--- config.mk ---
export PLATFORM = sky130hd
export DESIGN_NAME = sge_front_flat
export DESIGN_NICKNAME = d
export VERILOG_FILES = /design/src/hdl/sge_pkg.sv /design/src/hdl/sge_if.sv /design/src/hdl/sge_front.sv /design/src/flat_wrapper.sv
export SDC_FILE = /design/constraint.sdc
export NUM_CORES = 1
export LEC_CHECK = 0
export BUFFER_PORTS_ARGS = -buffer_cell sky130_fd_sc_hd__buf_2
export CAP_MARGIN = 20
export CORE_ASPECT_RATIO = 1.4
export CORE_UTILIZATION = 55
export CTS_BUF_LIST = sky130_fd_sc_hd__clkbuf_4 sky130_fd_sc_hd__clkbuf_8
export CTS_CLUSTER_DIAMETER = 100
export DETAILED_ROUTE_END_ITERATION = 16
export PLACE_DENSITY_LB_ADDON = 0.2
export SLEW_MARGIN = 10
export SYNTH_ARGS = -nofsm -noshare
export SYNTH_HDL_FRONTEND = slang
export SYNTH_SLANG_ARGS = --single-unit
--- constraint.sdc ---
create_clock -name clk -period 3.35 [get_ports clk]
set_input_delay 0.5025 -clock clk [delete_from_list [all_inputs] [get_ports clk]]
set_output_delay 0.5025 -clock clk [all_outputs]
set_load 0.02 [all_outputs]
--- src/hdl/sge_pkg.sv ---
`timescale 1ns / 1ps

package sge_pkg;

    // build-time sizing
    localparam int MAX_SIDE    = 64;
    localparam int SAMPLE_BITS = 16;

    // fixed field widths
    localparam int SAMPLE_W   = 16;
    localparam int ENERGY_W   = 64;
    localparam int DIMS_W     = 2;
    localparam int SIDE_LEN_W = 7;
    localparam int CFG_DATA_W = 7;
    localparam int CFG_IDX_W  = 2;

    // derived widths
    localparam int CNT_W       = $clog2(MAX_SIDE);
    localparam int SPAN_W      = CNT_W + 1;
    localparam int CMP_W       = (SIDE_LEN_W > SPAN_W) ? SIDE_LEN_W : SPAN_W;
    localparam int PLANE_DEPTH = MAX_SIDE * MAX_SIDE;
    localparam int PLANE_AW    = 2 * CNT_W;
    localparam int EXT_W       = (SAMPLE_BITS > SAMPLE_W) ? SAMPLE_BITS : SAMPLE_W;
    localparam int NSUM_W      = SAMPLE_BITS + 2;
    localparam int FACT_W      = SAMPLE_BITS + 5;
    localparam int PROD_W      = SAMPLE_BITS + FACT_W;

    // register indexes
    localparam logic [CFG_IDX_W-1:0] CFG_DIMENSIONS  = CFG_IDX_W'(0);
    localparam logic [CFG_IDX_W-1:0] CFG_SIDE_LENGTH = CFG_IDX_W'(1);

    // dimension codes, zero behaves as one dimension
    localparam logic [DIMS_W-1:0] DIMS_NONE  = DIMS_W'(0);
    localparam logic [DIMS_W-1:0] DIMS_ONE   = DIMS_W'(1);
    localparam logic [DIMS_W-1:0] DIMS_TWO   = DIMS_W'(2);
    localparam logic [DIMS_W-1:0] DIMS_THREE = DIMS_W'(3);

    localparam logic [SIDE_LEN_W-1:0] SIDE_RESET = SIDE_LEN_W'(MAX_SIDE);

    // diagonal weight as a left shift of the sample
    localparam logic [1:0] DIAG_SHIFT_1D = 2'd1;
    localparam logic [1:0] DIAG_SHIFT_2D = 2'd2;
    localparam logic [1:0] DIAG_SHIFT_3D = 2'd3;

    localparam logic [ENERGY_W-1:0] ENERGY_MAX = {1'b0, {(ENERGY_W-1){1'b1}}};
    localparam logic [ENERGY_W-1:0] ENERGY_MIN = {1'b1, {(ENERGY_W-1){1'b0}}};

    typedef logic signed [SAMPLE_BITS-1:0] samp_t;

    typedef struct packed {
        logic       valid;
        logic       last;
        logic       use_up;
        logic       use_plane;
        logic [1:0] shift;
    } sge_ctl_t;

    function automatic samp_t extend_sample(input logic [SAMPLE_W-1:0] raw);
        logic signed [EXT_W-1:0] wide;
        wide = EXT_W'(signed'(raw));
        return wide[SAMPLE_BITS-1:0];
    endfunction

endpackage

--- src/hdl/sge_if.sv ---
`timescale 1ns / 1ps

interface sge_sample_if;
    logic                                 valid;
    logic                                 ready;
    logic signed [sge_pkg::SAMPLE_W-1:0]  sample;
    logic                                 last;

    modport source (output valid, output sample, output last, input ready);
    modport sink   (input valid, input sample, input last, output ready);
endinterface


--- src/hdl/sge_front.sv ---
`timescale 1ns / 1ps

module sge_front (
    input  logic                                 clk,
    input  logic                                 rst_n,
    input  logic                                 cfg_wr_en,
    input  logic [sge_pkg::CFG_IDX_W-1:0]        cfg_index,
    input  logic [sge_pkg::CFG_DATA_W-1:0]       cfg_data,
    sge_sample_if.sink                           samples,
    input  logic                                 adv,
    output logic                                 restart,
    output logic                                 row_we,
    output logic [sge_pkg::CNT_W-1:0]            row_addr,
    output logic                                 plane_we,
    output logic [sge_pkg::PLANE_AW-1:0]         plane_addr,
    output sge_pkg::samp_t                       wr_sample,
    output sge_pkg::sge_ctl_t                    s1_ctl,
    output sge_pkg::samp_t                       s1_x,
    output sge_pkg::samp_t                       s1_left
);

    logic [sge_pkg::DIMS_W-1:0]     dims_reg, dims_next;
    logic [sge_pkg::SIDE_LEN_W-1:0] side_reg, side_next;
    logic [sge_pkg::CNT_W-1:0]      col_reg, col_next;
    logic [sge_pkg::CNT_W-1:0]      row_reg, row_next;
    logic [sge_pkg::CNT_W-1:0]      slice_reg, slice_next;
    sge_pkg::samp_t                 prev_reg, prev_next;
    sge_pkg::sge_ctl_t              s1_ctl_reg, s1_ctl_next;
    sge_pkg::samp_t                 s1_x_reg;
    sge_pkg::samp_t                 s1_left_reg;

    logic                        accept;
    logic                        is_1d;
    logic                        is_3d;
    logic [sge_pkg::CMP_W-1:0]   side_len;
    logic [sge_pkg::CMP_W-1:0]   side_eff;
    logic                        col_end;
    logic                        row_end;
    logic                        slice_end;
    sge_pkg::samp_t              x;

    assign samples.ready = adv;
    assign accept        = samples.valid && adv;
    assign x             = sge_pkg::extend_sample(samples.sample);

    assign is_1d = (dims_reg == sge_pkg::DIMS_NONE) || (dims_reg == sge_pkg::DIMS_ONE);
    assign is_3d = (dims_reg == sge_pkg::DIMS_THREE);

    always_comb
    begin
        side_len = sge_pkg::CMP_W'(side_reg);
        if (side_len == '0)
        begin
            side_eff = sge_pkg::CMP_W'(1);
        end
        else if (side_len > sge_pkg::CMP_W'(sge_pkg::MAX_SIDE))
        begin
            side_eff = sge_pkg::CMP_W'(sge_pkg::MAX_SIDE);
        end
        else
        begin
            side_eff = side_len;
        end
    end

    assign col_end   = (sge_pkg::CMP_W'(col_reg) + sge_pkg::CMP_W'(1)) >= side_eff;
    assign row_end   = (sge_pkg::CMP_W'(row_reg) + sge_pkg::CMP_W'(1)) >= side_eff;
    assign slice_end = (sge_pkg::CMP_W'(slice_reg) + sge_pkg::CMP_W'(1)) >= side_eff;

    // config decode: a write to a known register restarts the vector
    always_comb
    begin
        dims_next = dims_reg;
        side_next = side_reg;
        restart   = 1'b0;
        if (cfg_wr_en)
        begin
            unique case (cfg_index)
                sge_pkg::CFG_DIMENSIONS:
                begin
                    dims_next = cfg_data[sge_pkg::DIMS_W-1:0];
                    restart   = 1'b1;
                end
                sge_pkg::CFG_SIDE_LENGTH:
                begin
                    side_next = cfg_data[sge_pkg::SIDE_LEN_W-1:0];
                    restart   = 1'b1;
                end
                default:
                begin
                    restart = 1'b0;
                end
            endcase
        end
    end

    // raster position
    always_comb
    begin
        col_next   = col_reg;
        row_next   = row_reg;
        slice_next = slice_reg;
        prev_next  = prev_reg;
        if (restart)
        begin
            col_next   = '0;
            row_next   = '0;
            slice_next = '0;
            prev_next  = '0;
        end
        else if (accept)
        begin
            if (samples.last)
            begin
                col_next   = '0;
                row_next   = '0;
                slice_next = '0;
                prev_next  = '0;
            end
            else
            begin
                prev_next = x;
                if (is_1d)
                begin
                    // only marks that a sample has been seen
                    col_next = sge_pkg::CNT_W'(1);
                end
                else if (!col_end)
                begin
                    col_next = col_reg + sge_pkg::CNT_W'(1);
                end
                else
                begin
                    col_next = '0;
                    if (!row_end)
                    begin
                        row_next = row_reg + sge_pkg::CNT_W'(1);
                    end
                    else
                    begin
                        row_next = '0;
                        if (is_3d)
                        begin
                            slice_next = slice_end ? '0 : slice_reg + sge_pkg::CNT_W'(1);
                        end
                    end
                end
            end
        end
    end

    always_comb
    begin
        s1_ctl_next.valid     = samples.valid;
        s1_ctl_next.last      = samples.last;
        s1_ctl_next.use_up    = !is_1d && (row_reg != '0);
        s1_ctl_next.use_plane = is_3d && (slice_reg != '0);
        if (is_1d)
        begin
            s1_ctl_next.shift = sge_pkg::DIAG_SHIFT_1D;
        end
        else if (is_3d)
        begin
            s1_ctl_next.shift = sge_pkg::DIAG_SHIFT_3D;
        end
        else
        begin
            s1_ctl_next.shift = sge_pkg::DIAG_SHIFT_2D;
        end
    end

    always_ff @(posedge clk or negedge rst_n)
    begin
        if (!rst_n)
        begin
            dims_reg   <= sge_pkg::DIMS_TWO;
            side_reg   <= sge_pkg::SIDE_RESET;
            col_reg    <= '0;
            row_reg    <= '0;
            slice_reg  <= '0;
            prev_reg   <= '0;
            s1_ctl_reg <= '0;
        end
        else
        begin
            dims_reg  <= dims_next;
            side_reg  <= side_next;
            col_reg   <= col_next;
            row_reg   <= row_next;
            slice_reg <= slice_next;
            prev_reg  <= prev_next;
            if (adv)
            begin
                s1_ctl_reg <= s1_ctl_next;
            end
        end
    end

    always_ff @(posedge clk)
    begin
        if (adv)
        begin
            s1_x_reg    <= x;
            s1_left_reg <= (col_reg != '0) ? prev_reg : '0;
        end
    end

    // neighbors are fetched at the sample's own position, then overwritten by it
    assign row_addr   = col_reg;
    assign plane_addr = {row_reg, col_reg};
    assign row_we     = accept && !is_1d;
    assign plane_we   = accept && is_3d;
    assign wr_sample  = x;

    assign s1_ctl  = s1_ctl_reg;
    assign s1_x    = s1_x_reg;
    assign s1_left = s1_left_reg;

`ifndef SYNTHESIS
    a_col_in_grid: assert property (@(posedge clk) disable iff (!rst_n)
        !is_1d |-> (sge_pkg::CMP_W'(col_reg) < side_eff))
        else $error("column position outside the grid");

    a_restart_origin: assert property (@(posedge clk) disable iff (!rst_n)
        restart |=> (col_reg == '0 && row_reg == '0 && slice_reg == '0 && prev_reg == '0))
        else $error("vector restart did not return to the origin");
`endif

endmodule

--- src/flat_wrapper.sv ---
// flat-port wrapper written by rule: the top's interface ports become plain ports
module sge_front_flat 
  (clk, rst_n, cfg_wr_en, cfg_index, cfg_data, adv, restart, row_we, row_addr, plane_we, plane_addr, wr_sample, s1_ctl, s1_x, s1_left, samples_valid, samples_sample, samples_last, samples_ready);
  sge_sample_if samples_i ();
  input  logic clk;
  input  logic rst_n;
  input  logic cfg_wr_en;
  input  logic [sge_pkg::CFG_IDX_W-1:0] cfg_index;
  input  logic [sge_pkg::CFG_DATA_W-1:0] cfg_data;
  input  logic adv;
  output logic restart;
  output logic row_we;
  output logic [sge_pkg::CNT_W-1:0] row_addr;
  output logic plane_we;
  output logic [sge_pkg::PLANE_AW-1:0] plane_addr;
  output sge_pkg::samp_t wr_sample;
  output sge_pkg::sge_ctl_t s1_ctl;
  output sge_pkg::samp_t s1_x;
  output sge_pkg::samp_t s1_left;
  input wire logic [$bits(samples_i.valid)-1:0] samples_valid;
  input wire logic [$bits(samples_i.sample)-1:0] samples_sample;
  input wire logic [$bits(samples_i.last)-1:0] samples_last;
  output wire logic [$bits(samples_i.ready)-1:0] samples_ready;
  assign samples_i.valid = samples_valid;
  assign samples_i.sample = samples_sample;
  assign samples_i.last = samples_last;
  assign samples_ready = samples_i.ready;
  sge_front u_core (.clk(clk), .rst_n(rst_n), .cfg_wr_en(cfg_wr_en), .cfg_index(cfg_index), .cfg_data(cfg_data), .samples(samples_i), .adv(adv), .restart(restart), .row_we(row_we), .row_addr(row_addr), .plane_we(plane_we), .plane_addr(plane_addr), .wr_sample(wr_sample), .s1_ctl(s1_ctl), .s1_x(s1_x), .s1_left(s1_left));
endmodule
# After elaboration in Yosys (flattened, before gate mapping)

Cells that the tools add are included.

Register bits: 81

Equal/unequal tests: 4
Muxes and demuxes: 28
$lt $le $gt $ge: 4
Reductions and logical operators: 22
Add/subtract/negate cells: 6

Operator list:

| kind                                                 | count |
|---|---|
| two-way mux 6 bit                                    | 19 |
| two-way mux 16 bit                                   | 3 |
| adder 6 x 1 -> 7 bit, second input constant          | 3 |
| greater-or-equal comparator 7 bit                    | 3 |
| adder 6 x 1 -> 6 bit, second input constant          | 3 |
| nonzero test 6 bit                                   | 3 |
| two-way mux 7 bit                                    | 2 |
| nonzero test 3 bit                                   | 3 |
| greater-than comparator 7 bit, second input constant | 1 |
| zero test 7 bit                                      | 1 |
| logical AND 1 bit                                    | 5 |
| AND reduction 5 bit                                  | 1 |
| == test 2 x 1 -> 1 bit, second input constant        | 2 |
| zero test 2 bit                                      | 2 |
| AND reduction 2 bit                                  | 2 |
| two-way mux 1 bit                                    | 3 |
| inequality test 3 bit, second input constant         | 1 |
| AND reduction 3 bit                                  | 1 |
| == test 2 bit, second input constant                 | 1 |
| two-way mux 2 bit                                    | 1 |
| nonzero test 2 bit                                   | 1 |
| OR reduction 2 bit                                   | 1 |
| zero test 1 bit                                      | 1 |
| logical OR 1 bit                                     | 1 |

# Logic depth before layout (Yosys ltp)

Depth in word-level cells: 12
Gate-level depth with buffers: 11
Mapped depth without buffers: 11

# Least setup slack after synthesis

No wires, ideal clock.

Kind: flip-flop to flip-flop
Start: register u_core.row_reg[0] in the netlist's numbering
End: register u_core.slice_reg[5] in the netlist's numbering
Arrival: 2.579 ns
Required time: 3.225 ns
Setup time: 0.125 ns
Buffers on the path: 0
Setup slack: 0.646 ns
Stages on the path, launching flop included: 11
Cell sequence: dfrtp_1 > ha_1 > xor2_1 > ha_1 > a21oi_1 > o21ai_0 > maj3_2 > a211o_1 > and2_4 > nand3_2 > mux2_4

Word-level cells in the longest chain between the ends: 4

RTL lines:

| what                                 | RTL line         | text |
|---|---|---|
| from (decl)                          | sge_front.sv:25  | `logic [sge_pkg::CNT_W-1:0] row_reg, row_next;` |
| from (signal assigned)               | sge_front.sv:189 | `row_reg <= row_next;` |
| adder 6 x 1 -> 7 bit                 | sge_front.sv:67  | `assign row_end = (sge_pkg::CMP_W'(row_reg) + sge_pkg::CMP_W'(1)) >= side_eff;` |
| greater-or-equal comparator 7 bit    | sge_front.sv:67  |  |
| nonzero test 3 bit (no source line)  | n/a              |  |
| AND reduction 5 bit (no source line) | n/a              |  |
| to (signal assigned)                 | sge_front.sv:190 | `slice_reg <= slice_next;` |
| to (decl)                            | sge_front.sv:26  | `logic [sge_pkg::CNT_W-1:0] slice_reg, slice_next;` |

No other way between the ends.
A chain may end at the register's enable or synchronous reset.

# Worst setup path in the final report

Start: register u_core.col_reg (netlist bit u_core.row_addr[0])
End: register u_core.row_reg[0] in the netlist's numbering

Word-level cells in the longest chain between the ends: 4

RTL lines:

| what                                 | RTL line         | text |
|---|---|---|
| from (decl)                          | sge_front.sv:24  | `logic [sge_pkg::CNT_W-1:0] col_reg, col_next;` |
| from (signal assigned)               | sge_front.sv:188 | `col_reg <= col_next;` |
| adder 6 x 1 -> 7 bit                 | sge_front.sv:66  | `assign col_end = (sge_pkg::CMP_W'(col_reg) + sge_pkg::CMP_W'(1)) >= side_eff;` |
| greater-or-equal comparator 7 bit    | sge_front.sv:66  |  |
| nonzero test 3 bit (no source line)  | n/a              |  |
| AND reduction 3 bit (no source line) | n/a              |  |

No other way between the ends.

==> metrics.md <==
| Metric | Value |
|---|---|
| Status | complete, no violations |
| Reg2reg path depth | 10 |
| Commonest non-fill, non-tap cells in the layout | buf_2, dfrtp_1, edfxtp_1 |
| Path type of the worst setup path | reg -> reg |
| Cell Area, Placed | 4580 sq um |
| Design area | 4780 sq um |
| Layout cells sized above 1 | 0.358 |
| Hold_ws | 0.174 ns |
| Initial DRC count | 108 |
| Number of max-cap violations | 0 |
| Clock skew | 0.00370 ns |
| Final Max Tran Viols | 0 |
| Num rows | 36 |
| Reg2reg start | u_core.row_addr[0]$_DFFE_PN0P_ |
| Seq/Total Area, Yosys | 0.533 |
| Post-Synthesis Cells | 346 |
| Setup crit end | u_core.row_reg[0]$_DFFE_PN0P_ |
| Reg2reg setup slack | 0.38 ns |
| Synth async-reset ratio | 0.605 |
| Ys Warns | 0 |
| Largest net degree at the start of global routing | 32 |
| Primary FF master, synth | dfrtp_1 |
| CTS buffer count | 9 |
| Crit end category | flop |
| Die W | 75.1 um |
| Die area | 7830 sq um |
| CTS Buffer Depth | 2 |
| Clock Sinks | 81 |
| Syn-to-layout area delta | 16.3% |
| H-tree levels | 3 |
| Worst VDD drop | 0.000416 V |
| Core ar. | 7120 sq um |
| Worst path cell trace | ha_1 -> nand3_1 -> nor2_1 -> ha_1 -> nor3b_1 -> a211oi_2 -> a2bb2oi_1 -> o31ai_4 -> nand2_1 -> mux2i_1 |
| Setup slack at placement | 0.403 ns |
| Via-to-Cell Ratio | 5.42 |
| Synth cell types | 57 |
| Nets | 487 |
| Setup Buffers After CTS | 0 |
| Post-route antenna net violation count | 0 |
| Register bit total from synthesis | 81 |
| Mapped cell area | 4110 sq um |
| Power per Cell Area | 555 nW/um^2 |
| Vias in the first global route | 2692 |
| Gr ovfl total | 0 |
| Routability cong. | 0.827 |
| Slowest CP cell | dfrtp_1 |
| Chip height | 104 um |
| Final setup vio count | 0 |
| IO Port Bufs | 106 |
| DRC | 0 |
| Root Buffer | clkbuf_8 |
| Mean post-synth cell area | 11.9 sq um |
| Crit. Startpoint | u_core.row_addr[0]$_DFFE_PN0P_ |
| Total Routing Usage GR | 0.226 |
| Commonest non-fill, non-tap cell in the layout | buf_2 |
| Vias | 2893 |
| Critical path launch point type | flop |
| Fin Setup TNS | 0 ns |
| Pre-antenna DRT Iters | 4 |
| CP max stage delay | 0.55 ns |
| Synthesized Nets | 399 |
| Critical Path Fanout Max | 9 |
| Hpwl dp | 6170 um |
| Final Hold Viols | 0 |
| Final Cycle Share | 0.887 |
| Worst EP required | 3.57 ns |
| Reg-to-reg endpoint | u_core.row_reg[0]$_DFFE_PN0P_ |
| Pleak | 2.31 nW |
| Unrepaired setup endpoints after global routing | no |
| Initial Util | 0.578 |
| Top cell by count, worst path | ha_1 |
| CTS tree | yes |
| CTS clk-pin slew, worst paths | 0.08 ns |
| Antenna violations before repair | 0 |
| Cts hold-fix bufs | 0 |
| HP Class | in -> async |
| Final WL | 8250 um |
| Tmin final | 2.97 ns |
| Max Fclk | 336 MHz |
| Critical Path AT | 3.19 ns |
| First-pass GRT wire length | 13100 um |
| Slew headroom | 0.507 |
| Later-pin clock latency in the skew report | 0.36 ns |
| Ports | 107 |
| Final setup margin | 0.378 ns |
| Antenna cells | 0 |
| Tightest Pin Transition | 0.738 ns |
| Overall power | 0.00266 W |
| Post-synth EDFFs | 32 |
| Routed len/inst | 15.5 um |
| Post_cts resized | 0 |
## layer usage
layer,vias to the layer above,global-route usage,part of all wire
met5,-,0,0
li1,1395,-,-
met4,0,0.105,0.028
met3,19,0.0649,0.055
met2,109,0.363,0.50
met1,1370,0.273,0.42
## report_power, final
part | leakage (nW) | switching [W] | internal, W
logic | 1.25 | 0.000424 | 0.000292
registers | 0.963 | 0.0000837 | 0.00114
clock network | 0.100 | 0.000349 | 0.000370
total | 2.31 | 0.000856 | 0.00180
## layout make-up
cell class                      count  area (sq um)
Clock inverter                      5          55.1
Fill cell                         579          2330
Inverter                           15          56.3
Tap cell                           95           119
Timing Repair Buffer              110           561
Clock buffer                       11           145
Multi-Input combinational cell    217          1660
Sequential cell                    81          2190
## Yosys cell counts (3+ instances only)
library cell | number | area (sq um)
xor2_1 | 5 | 43.8
dfrtp_1 | 47 | 1180
o21ai_1 | 6 | 30.0
and2_1 | 17 | 106
clkbuf_1 | 8 | 30.0
buf_4 | 23 | 173
o2bb2ai_1 | 3 | 26.3
nand2b_1 | 3 | 18.8
nor4_1 | 4 | 25.0
a22o_1 | 18 | 158
nand2_1 | 27 | 101
nor2_1 | 11 | 41.3
nor2b_1 | 5 | 31.3
inv_1 | 15 | 56.3
nand3_1 | 8 | 40.0
xnor2_1 | 5 | 43.8
edfxtp_1 | 32 | 961
a21o_1 | 4 | 30.0
ha_1 | 22 | 275
mux2i_1 | 4 | 40.0
a21oi_1 | 10 | 50.1
mux2_2 | 11 | 124
o21ai_0 | 12 | 60.1
## worst min path at each step
| stage | endpoint | start | depth (start not counted) |
|---|---|---|---|
| floorplan | u_core.dims_reg[0]$_DFFE_PN0P_ | rst_n | 0 |
| global placement | u_core.prev_reg[15]$_DFFE_PN0P_ | u_core.prev_reg[15]$_DFFE_PN0P_ | 1 |
| detailed placement | u_core.prev_reg[15]$_DFFE_PN0P_ | u_core.prev_reg[15]$_DFFE_PN0P_ | 1 |
| CTS | u_core.row_reg[2]$_DFFE_PN0P_ | rst_n | 1 |
| global route | u_core.row_reg[2]$_DFFE_PN0P_ | rst_n | 1 |
| finish | u_core.row_reg[2]$_DFFE_PN0P_ | rst_n | 1 |
## cell families after synthesis
group / Yosys count / synth area share
buffers and inverters: 48 / 0.0654
AOI/OAI and AO/OA: 68 / 0.124
adders and majority gates: 25 / 0.0749
and+or+nand+nor: 96 / 0.129
xor gates and xnor gates: 11 / 0.0268
muxes: 17 / 0.0472
DFF: 81 / 0.533
## worst max-delay path, delay by kind of cell (launching register included)
| kind | cells | cell delay (ns) |
|---|---|---|
| AOI/OAI and AO/OA | 3 | 0.93 |
| adders and majority gates | 2 | 0.55 |
| and+or+nand+nor | 4 | 0.69 |
| muxes | 1 | 0.10 |
| DFF | 1 | 0.55 |
## stage by stage
stage,cells,utilization
final,534,0.672
after global routing,534,0.672
after CTS,534,0.672
after detailed placement,518,0.644
after global placement,518,0.644
after floorplan,346,-
Note: power is estimated with default switching activity, not from simulation.
